## src/hw/rtl/gbpf_pkg.sv

```systemverilog
// Shared types, constants and prime/reciprocal tables for the gcd core.
package gbpf_pkg;

  localparam int unsigned ValueBitsDefault  = 13;
  localparam int unsigned PrimeCountDefault = 26;
  localparam int unsigned TableSize         = 26;
  localparam int unsigned IdxW              = $clog2(TableSize);
  localparam int unsigned PrimeW            = 7;
  localparam int unsigned RecipW            = 20;
  localparam int unsigned RecipShift        = 20;

  typedef logic [IdxW-1:0]   idx_t;
  typedef logic [PrimeW-1:0] prime_t;
  typedef logic [RecipW-1:0] recip_t;

  typedef enum logic [2:0] {
    OP_NONE,
    OP_LOAD,
    OP_CHECK,
    OP_MUL,
    OP_STRIP,
    OP_INC,
    OP_FINAL,
    OP_EMIT
  } op_e;

  typedef struct packed {
    logic zero;
    logic any_div;
    logic last;
    logic out_busy;
  } status_t;

  function automatic prime_t prime_at(idx_t i);
    prime_t p;
    case (i)
      5'd0:    p = 7'd2;
      5'd1:    p = 7'd3;
      5'd2:    p = 7'd5;
      5'd3:    p = 7'd7;
      5'd4:    p = 7'd11;
      5'd5:    p = 7'd13;
      5'd6:    p = 7'd17;
      5'd7:    p = 7'd19;
      5'd8:    p = 7'd23;
      5'd9:    p = 7'd29;
      5'd10:   p = 7'd31;
      5'd11:   p = 7'd37;
      5'd12:   p = 7'd41;
      5'd13:   p = 7'd43;
      5'd14:   p = 7'd47;
      5'd15:   p = 7'd53;
      5'd16:   p = 7'd59;
      5'd17:   p = 7'd61;
      5'd18:   p = 7'd67;
      5'd19:   p = 7'd71;
      5'd20:   p = 7'd73;
      5'd21:   p = 7'd79;
      5'd22:   p = 7'd83;
      5'd23:   p = 7'd89;
      5'd24:   p = 7'd97;
      5'd25:   p = 7'd101;
      default: p = 7'd2;
    endcase
    return p;
  endfunction

  // ceil(2^RecipShift / p); exact floor quotient for operands below 2^13
  function automatic recip_t recip_at(idx_t i);
    recip_t m;
    case (i)
      5'd0:    m = 20'd524288;
      5'd1:    m = 20'd349526;
      5'd2:    m = 20'd209716;
      5'd3:    m = 20'd149797;
      5'd4:    m = 20'd95326;
      5'd5:    m = 20'd80660;
      5'd6:    m = 20'd61681;
      5'd7:    m = 20'd55189;
      5'd8:    m = 20'd45591;
      5'd9:    m = 20'd36158;
      5'd10:   m = 20'd33826;
      5'd11:   m = 20'd28340;
      5'd12:   m = 20'd25576;
      5'd13:   m = 20'd24386;
      5'd14:   m = 20'd22311;
      5'd15:   m = 20'd19785;
      5'd16:   m = 20'd17773;
      5'd17:   m = 20'd17190;
      5'd18:   m = 20'd15651;
      5'd19:   m = 20'd14769;
      5'd20:   m = 20'd14365;
      5'd21:   m = 20'd13274;
      5'd22:   m = 20'd12634;
      5'd23:   m = 20'd11782;
      5'd24:   m = 20'd10811;
      5'd25:   m = 20'd10382;
      default: m = 20'd524288;
    endcase
    return m;
  endfunction

endpackage

```

## src/hw/rtl/gbpf_sequencer.sv

```systemverilog
// Microcode ROM, step counter and jump logic for the gcd core.
module gbpf_sequencer import gbpf_pkg::*; (
  input  logic    clk_i,
  input  logic    rst_ni,
  input  logic    in_valid_i,
  input  status_t status_i,
  output op_e     op_o,
  output logic    in_stall_o
);

  typedef logic [2:0] step_t;

  typedef enum logic [2:0] {
    COND_NEVER,
    COND_NO_ITEM,
    COND_ZERO,
    COND_ANY_DIV,
    COND_LAST,
    COND_OUT_BUSY
  } cond_e;

  typedef struct packed {
    op_e   op;
    cond_e cond;
    step_t target;
    step_t next;
  } uword_t;

  localparam step_t StLoad  = 3'd0;
  localparam step_t StCheck = 3'd1;
  localparam step_t StMul   = 3'd2;
  localparam step_t StTest  = 3'd3;
  localparam step_t StNextP = 3'd4;
  localparam step_t StFinal = 3'd5;
  localparam step_t StEmit  = 3'd6;

  function automatic uword_t ucode_rom(step_t s);
    uword_t w;
    case (s)
      StLoad:  w = '{op: OP_LOAD,  cond: COND_NO_ITEM,  target: StLoad,  next: StCheck};
      StCheck: w = '{op: OP_CHECK, cond: COND_ZERO,     target: StEmit,  next: StMul};
      StMul:   w = '{op: OP_MUL,   cond: COND_NEVER,    target: StLoad,  next: StTest};
      StTest:  w = '{op: OP_STRIP, cond: COND_ANY_DIV,  target: StMul,   next: StNextP};
      StNextP: w = '{op: OP_INC,   cond: COND_LAST,     target: StFinal, next: StMul};
      StFinal: w = '{op: OP_FINAL, cond: COND_NEVER,    target: StLoad,  next: StEmit};
      StEmit:  w = '{op: OP_EMIT,  cond: COND_OUT_BUSY, target: StEmit,  next: StLoad};
      default: w = '{op: OP_NONE,  cond: COND_NEVER,    target: StLoad,  next: StLoad};
    endcase
    return w;
  endfunction

  step_t  step_q, step_d;
  uword_t uw;
  logic   taken;

  always_comb begin
    uw = ucode_rom(step_q);
    case (uw.cond)
      COND_NEVER:    taken = 1'b0;
      COND_NO_ITEM:  taken = !in_valid_i;
      COND_ZERO:     taken = status_i.zero;
      COND_ANY_DIV:  taken = status_i.any_div;
      COND_LAST:     taken = status_i.last;
      COND_OUT_BUSY: taken = status_i.out_busy;
      default:       taken = 1'b0;
    endcase
    step_d = taken ? uw.target : uw.next;
    if ((uw.op == OP_LOAD && !in_valid_i) || (uw.op == OP_EMIT && status_i.out_busy)) begin
      op_o = OP_NONE;
    end else begin
      op_o = uw.op;
    end
  end

  assign in_stall_o = (step_q != StLoad);

  always_ff @(posedge clk_i or negedge rst_ni) begin
    if (!rst_ni) begin
      step_q <= StLoad;
    end else begin
      step_q <= step_d;
    end
  end

endmodule

```

## src/hw/rtl/gbpf_datapath.sv

```systemverilog
// Operand, quotient and product registers plus output register of the gcd core.
module gbpf_datapath import gbpf_pkg::*; #(
  parameter int unsigned VALUE_BITS  = ValueBitsDefault,
  parameter int unsigned PRIME_COUNT = PrimeCountDefault
) (
  input  logic                  clk_i,
  input  logic                  rst_ni,
  input  op_e                   op_i,
  input  logic [VALUE_BITS-1:0] value_a_i,
  input  logic [VALUE_BITS-1:0] value_b_i,
  input  logic                  out_stall_i,
  output status_t               status_o,
  output logic                  out_valid_o,
  output logic [VALUE_BITS-1:0] divisor_o,
  output logic                  zero_error_o
);

  localparam int unsigned ProdW = VALUE_BITS + RecipW;
  localparam int unsigned ChkW  = VALUE_BITS + PrimeW;

  logic [VALUE_BITS-1:0] a_q, b_q, g_q, qa_q, qb_q;
  idx_t                  i_q;
  logic                  err_q;
  logic                  out_valid_q;
  logic [VALUE_BITS-1:0] divisor_q;
  logic                  zero_error_q;

  prime_t                  p;
  recip_t                  m;
  logic [ProdW-1:0]        prod_a, prod_b;
  logic [ChkW-1:0]         back_a, back_b, gp;
  logic [2*VALUE_BITS-1:0] ga;
  logic                    da, db, zero;

  always_comb begin
    p      = prime_at(i_q);
    m      = recip_at(i_q);
    prod_a = ProdW'(a_q) * ProdW'(m);
    prod_b = ProdW'(b_q) * ProdW'(m);
    back_a = ChkW'(qa_q) * ChkW'(p);
    back_b = ChkW'(qb_q) * ChkW'(p);
    gp     = ChkW'(g_q) * ChkW'(p);
    ga     = (2*VALUE_BITS)'(g_q) * (2*VALUE_BITS)'(a_q);
    da     = (back_a == ChkW'(a_q));
    db     = (back_b == ChkW'(b_q));
    zero   = (a_q == '0) || (b_q == '0);
  end

  assign status_o.zero     = zero;
  assign status_o.any_div  = da || db;
  assign status_o.last     = (i_q == IdxW'(PRIME_COUNT - 1));
  assign status_o.out_busy = out_valid_q && out_stall_i;

  always_ff @(posedge clk_i) begin
    case (op_i)
      OP_LOAD: begin
        a_q <= value_a_i;
        b_q <= value_b_i;
        g_q <= VALUE_BITS'(1);
        i_q <= '0;
      end
      OP_CHECK: begin
        err_q <= zero;
        if (zero) begin
          g_q <= '0;
        end
      end
      OP_MUL: begin
        qa_q <= prod_a[RecipShift +: VALUE_BITS];
        qb_q <= prod_b[RecipShift +: VALUE_BITS];
      end
      OP_STRIP: begin
        if (da) begin
          a_q <= qa_q;
        end
        if (db) begin
          b_q <= qb_q;
        end
        if (da && db) begin
          g_q <= gp[VALUE_BITS-1:0];
        end
      end
      OP_INC: begin
        i_q <= i_q + IdxW'(1);
      end
      OP_FINAL: begin
        if (a_q > VALUE_BITS'(1) && a_q == b_q) begin
          g_q <= ga[VALUE_BITS-1:0];
        end
      end
      OP_EMIT: begin
        divisor_q    <= g_q;
        zero_error_q <= err_q;
      end
      default: ;
    endcase
  end

  always_ff @(posedge clk_i or negedge rst_ni) begin
    if (!rst_ni) begin
      out_valid_q <= 1'b0;
    end else if (op_i == OP_EMIT) begin
      out_valid_q <= 1'b1;
    end else if (!out_stall_i) begin
      out_valid_q <= 1'b0;
    end
  end

  assign out_valid_o  = out_valid_q;
  assign divisor_o    = divisor_q;
  assign zero_error_o = zero_error_q;

endmodule

```

## src/hw/rtl/gcd_by_prime_factorization_core.sv

```systemverilog
// Steps: load, then a zero check that goes straight to emit when an operand is zero; else, per
// prime, a reciprocal multiply and a check-multiply strip step, repeated while either operand is
// divisible, then an index step; after the last prime a final step and emit. The strip passes per
// prime are the larger of the two operand multiplicities; the full table holds 26 primes.
// One transaction at a time, taken in the load step; a finished result waits in the output register.
// Reset: asynchronous active-low; sequencer returns to load, output valid clears.
module gcd_by_prime_factorization_core import gbpf_pkg::*; #(
  parameter int unsigned VALUE_BITS  = ValueBitsDefault,
  parameter int unsigned PRIME_COUNT = PrimeCountDefault
) (
  input  logic                  clk_i,
  input  logic                  rst_ni,
  input  logic                  in_valid_i,
  output logic                  in_stall_o,
  input  logic [VALUE_BITS-1:0] value_a_i,
  input  logic [VALUE_BITS-1:0] value_b_i,
  output logic                  out_valid_o,
  input  logic                  out_stall_i,
  output logic [VALUE_BITS-1:0] divisor_o,
  output logic                  zero_error_o
);

  op_e     op;
  status_t status;

  gbpf_sequencer u_seq (
    .clk_i      (clk_i),
    .rst_ni     (rst_ni),
    .in_valid_i (in_valid_i),
    .status_i   (status),
    .op_o       (op),
    .in_stall_o (in_stall_o)
  );

  gbpf_datapath #(
    .VALUE_BITS  (VALUE_BITS),
    .PRIME_COUNT (PRIME_COUNT)
  ) u_dp (
    .clk_i        (clk_i),
    .rst_ni       (rst_ni),
    .op_i         (op),
    .value_a_i    (value_a_i),
    .value_b_i    (value_b_i),
    .out_stall_i  (out_stall_i),
    .status_o     (status),
    .out_valid_o  (out_valid_o),
    .divisor_o    (divisor_o),
    .zero_error_o (zero_error_o)
  );

endmodule

```

## config.mk

```make
export PLATFORM = sky130hd
export DESIGN_NAME = gcd_by_prime_factorization_core
export DESIGN_NICKNAME = d
export VERILOG_FILES = /design/src/hw/rtl/gbpf_pkg.sv /design/src/hw/rtl/gbpf_sequencer.sv /design/src/hw/rtl/gbpf_datapath.sv /design/src/hw/rtl/gcd_by_prime_factorization_core.sv
export SDC_FILE = /design/constraint.sdc
export NUM_CORES = 2
export LEC_CHECK = 0
export ABC_AREA = 1
export ABC_CLOCK_PERIOD_IN_PS = 11280
export BUFFER_PORTS_ARGS = -buffer_cell sky130_fd_sc_hd__buf_2
export CAP_MARGIN = 20
export CORE_MARGIN = 5
export CORE_UTILIZATION = 30
export CTS_CLUSTER_SIZE = 40
export DETAILED_ROUTE_END_ITERATION = 8
export PLACE_DENSITY = 0.49
export SLEW_MARGIN = 40
export SYNTH_ARGS = -nofsm -noshare
export SYNTH_HDL_FRONTEND = slang
export SYNTH_SLANG_ARGS = --single-unit
export TNS_END_PERCENT = 30
```

## constraint.sdc

```tcl
create_clock -name clk_i -period 11.28 [get_ports clk_i]
set_input_delay 2.256 -clock clk_i [delete_from_list [all_inputs] [get_ports clk_i]]
set_output_delay 2.256 -clock clk_i [all_outputs]
set_load 0.02 [all_outputs]
```

==> summary.txt <==
Run status
  – Status: completed

Detailed routing
  – Pre-antenna DRT Iters: 8
  – Iter 0 DRT Violations: ~1500
  – Total Wirelength: 94300 um
  – DRC: 0
  – Wire per inst: 16.7 um
  – Routed via count: around 26000
  – DR vias/cell: 4.64
  – Routed Antenna Nets: 0

Timing
  – Relative slew margins: between 40 and 50%
  – Final Hold Fails: 0
  – Unrepaired setup endpoints after global routing: no
  – Clock skew: ~17 ps
  – Final setup viols: 0
  – Slew Viols, Final: 0
  – Worst slew pin tran: between 800 and 900 ps
  – Max frequency: roughly 0.17 GHz
  – Final period demand of the worst path: between 6000 and 7000 ps
  – Setup TNS Final: 0 ps
  – Crit share post-route: 53.6%

Layout
  – Final instance area: approximately 35000 um2
  – Layout cells sized above 1: 4.41%
  – Multi-input logic area: around 25000 um2
  – Syn-to-layout area delta: 6.96%
  – Filler instances: between 10000 and 15000
  – Sequential Area: approximately 3200 um2
  – # diodes: 0
  – # nets final: ~5000

Worst setup path
  – CP Capture Type: flip-flop
  – Cell repeated most along the worst path: fa_1
  – Max incr delay on CP: 840 ps
  – R2R setup slack: about 5200 ps
  – CP arrival: between 6000 and 7000 ps
  – Worst path required time: between 10000 and 15000 ps
  – CP startpoint kind: flip-flop
  – Crit-path max FO: 14
  – Kind of critical path: reg -> reg
  – Cells along the critical path: buf_4, nand2_1, fa_1, inv_1, fa_1, fa_1, inv_1, fa_1, fa_1, inv_1, ha_1, nand4_1, o21ai_0, nand2_1, nand2_1, nand3_1, o211ai_1, nand2_1, nand3_1, xor2_1
  – Delay-heaviest family, CP: adder cells
  – CP max stage cell: dfxtp_1
  – Crit path buffers/inverters: 4

Global routing
  – Largest net degree at the start of global routing: between 40 and 50
  – Overflow after GRT: 0
  – GRT Util Overall: between 10% and 20%
  – Initial antenna violation count: 2
  – First-pass GRT wire length: around 150000 um
  – Vias in the first global route: between 20000 and 30000

Min path
  – Hold crit path type: reg -> reg

Floorplan
  – Die Span X: about 340 um
  – Initial core utilization: 30.1%
  – Number of top-level pins: 46
  – Row Count: between 100 and 150
  – Area of the die: 116000 um2
  – Area of the core: ~110000 um2
  – Die Y-Extent: 340 um

CTS
  – CTS Root Cell: clkbuf_16
  – Worst skew pair latency: roughly 490 ps
  – TritonCTS clock tree: done
  – Htree depth: 4
  – # hold bufs at CTS: 0
  – Post-CTS Resized: 0
  – Postcts setup bufs: 0
  – Sink Count: 116
  – Clock buffer count from CTS: 17
  – CTS Buffer Depth: 2
  – CTS clk-pin slew, worst paths: 70 ps

Yosys
  – Mean post-synth cell area: ~7.6 um2
  – Mapped cell area: about 33000 um2
  – Yosys warns: 0
  – Register area share after synthesis: between 9 and 10%
  – Mapped Cells: 4315
  – Post-synthesis register bit count: ~120
  – Distinct cells, synth: 61
  – Syn nets: ~5200

Placement
  – Post-DP Area: roughly 34000 um2
  – Routability cong.: between 0.8 and 0.9
  – PortBufs: 45
  – Dpl hpwl: approximately 72000 um

Job
  – Number of max-cap violations: 0
[metal layers]
layer / up-vias / GRT usage, % / part of all wire, %
met3: 57 / 1.40 / 3.7
met5: - / 0 / 0
li1: 12456 / - / -
met1: 13219 / 23.2 / 47
met2: 498 / 28.8 / 48
met4: 0 / 3.05 / 1.3
[metrics by stage]
step                std cells  worst slack (ps)  utilization, %  hold WS, ps
floorplan                4315              5680               -          400
global placement         5618              5210            31.6          407
detailed placement       5620              5290            31.6          408
CTS                      5652              5240            32.2          425
global route             5653              4930            32.2          426
finish                   5653              5230            32.2          427
[layout by cell type (no fill, tap or decap), drive strengths merged, types with 2 or more instances in the layout]
cell / count
nand3: 126
a22o: 2
o22ai: 5
inv: 1068
nor2: 123
xnor2: 40
o211ai: 12
or2: 9
edfxtp: 85
ha: 296
nand3b: 9
nor4: 14
bufinv: 3
dfxtp: 27
a221oi: 3
o311ai: 2
a21o: 2
fa: 587
o21a: 6
a21oi: 101
and2: 4
clkinv: 8
nand2: 1344
o21bai: 7
buf: 113
nand4: 34
o21ai: 82
a31oi: 3
nor3: 21
dfrtp: 4
xor2: 69
o2111ai: 3
a21boi: 2
clkbuf: 17
[cells by family after synthesis]
family,count (synthesis),share of synthesized area (%)
buf+inv,1285,15.0
compound gates,235,4.18
fa+ha+maj,883,47.3
flops,116,9.77
simple gates,1685,20.7
xor+xnor,111,3.06
[cell usage after synthesis (all sizes together)]
cell | count | area, um2
nor2 | 123 | 482
a21boi | 2 | 15.0
o22ai | 5 | 31.3
o21a | 6 | 45.0
xor3 | 1 | 23.8
a2111oi | 1 | 8.76
nor3 | 21 | 105
o211ai | 12 | 100
inv | 1064 | 4000
nor4 | 14 | 87.6
nand3 | 126 | 648
nor3b | 1 | 7.51
xnor2 | 40 | 350
buf | 35 | 173
dfrtp | 4 | 100
a31oi | 3 | 18.8
o2111ai | 3 | 26.3
ha | 296 | 3700
o21bai | 7 | 52.6
or2 | 9 | 61.3
a22o | 2 | 17.5
o2bb2ai | 1 | 8.76
clkbuf | 186 | 724
xnor3 | 1 | 22.5
and2 | 4 | 25.0
dfxtp | 27 | 541
o311ai | 2 | 17.5
a221oi | 3 | 26.3
nand4 | 34 | 213
nand3b | 9 | 67.6
a21o | 2 | 15.0
o21ai | 82 | 440
a32o | 1 | 10.0
o31ai | 1 | 7.51
a311oi | 1 | 8.76
xor2 | 69 | 604
edfxtp | 85 | 2550
a21oi | 101 | 517
nand2 | 1344 | 5070
fa | 587 | 11800
[flip-flops by register name, indices dropped and copies added (netlist names)]
signal             count
u_dp.qa_q             13
u_dp.divisor_o        13
u_dp.err_q             1
u_dp.p                 7
u_dp.qb_q             13
u_dp.a_q              13
u_dp.g_q              13
u_seq.step_q           3
u_dp.b_q              13
u_dp.m                20
u_dp.out_valid_o       1
u_dp.i_q               5
u_dp.zero_error_o      1
[worst paths after layout]
path	from	to	depth (start not counted)
worst max register to register	u_dp.m[6]	u_dp.qb_q[11]	20
worst max-delay path	u_dp.m[6]	u_dp.qb_q[11]	20
worst min-delay path	u_dp.err_q	u_dp.zero_error_o	0
min in group asynchronous	rst_ni	u_dp.out_valid_o	1
worst min register to register	u_dp.err_q	u_dp.zero_error_o	0
max in group asynchronous	rst_ni	u_seq.step_q[2]	1
[final cells by class]
cell class	instances	share of cell area, %
sequential	116	9.14
clock buffer	17	1.22
clock inverter	15	0.555
timing repair buffer	113	2.16
inverter	1064	11.4
multi-input combinational	2914	70.4
tap	1414	5.06
[worst reg2reg max path, stage by stage (launching register included)]
cell and delay, ps:
dfxtp_1 840, buf_4 370, nand2_1 110, fa_1 510
inv_1 50, fa_1 480, fa_1 520, inv_1 50
fa_1 480, fa_1 490, inv_1 40, ha_1 310
nand4_1 80, o21ai_0 350, nand2_1 90, nand2_1 120
nand3_1 90, o211ai_1 390, nand2_1 90, nand3_1 100
xor2_1 270
Power is left out: the tool's default activity adds up to more than one toggle a clock period on the data nets, which glitch-free logic cannot reach.
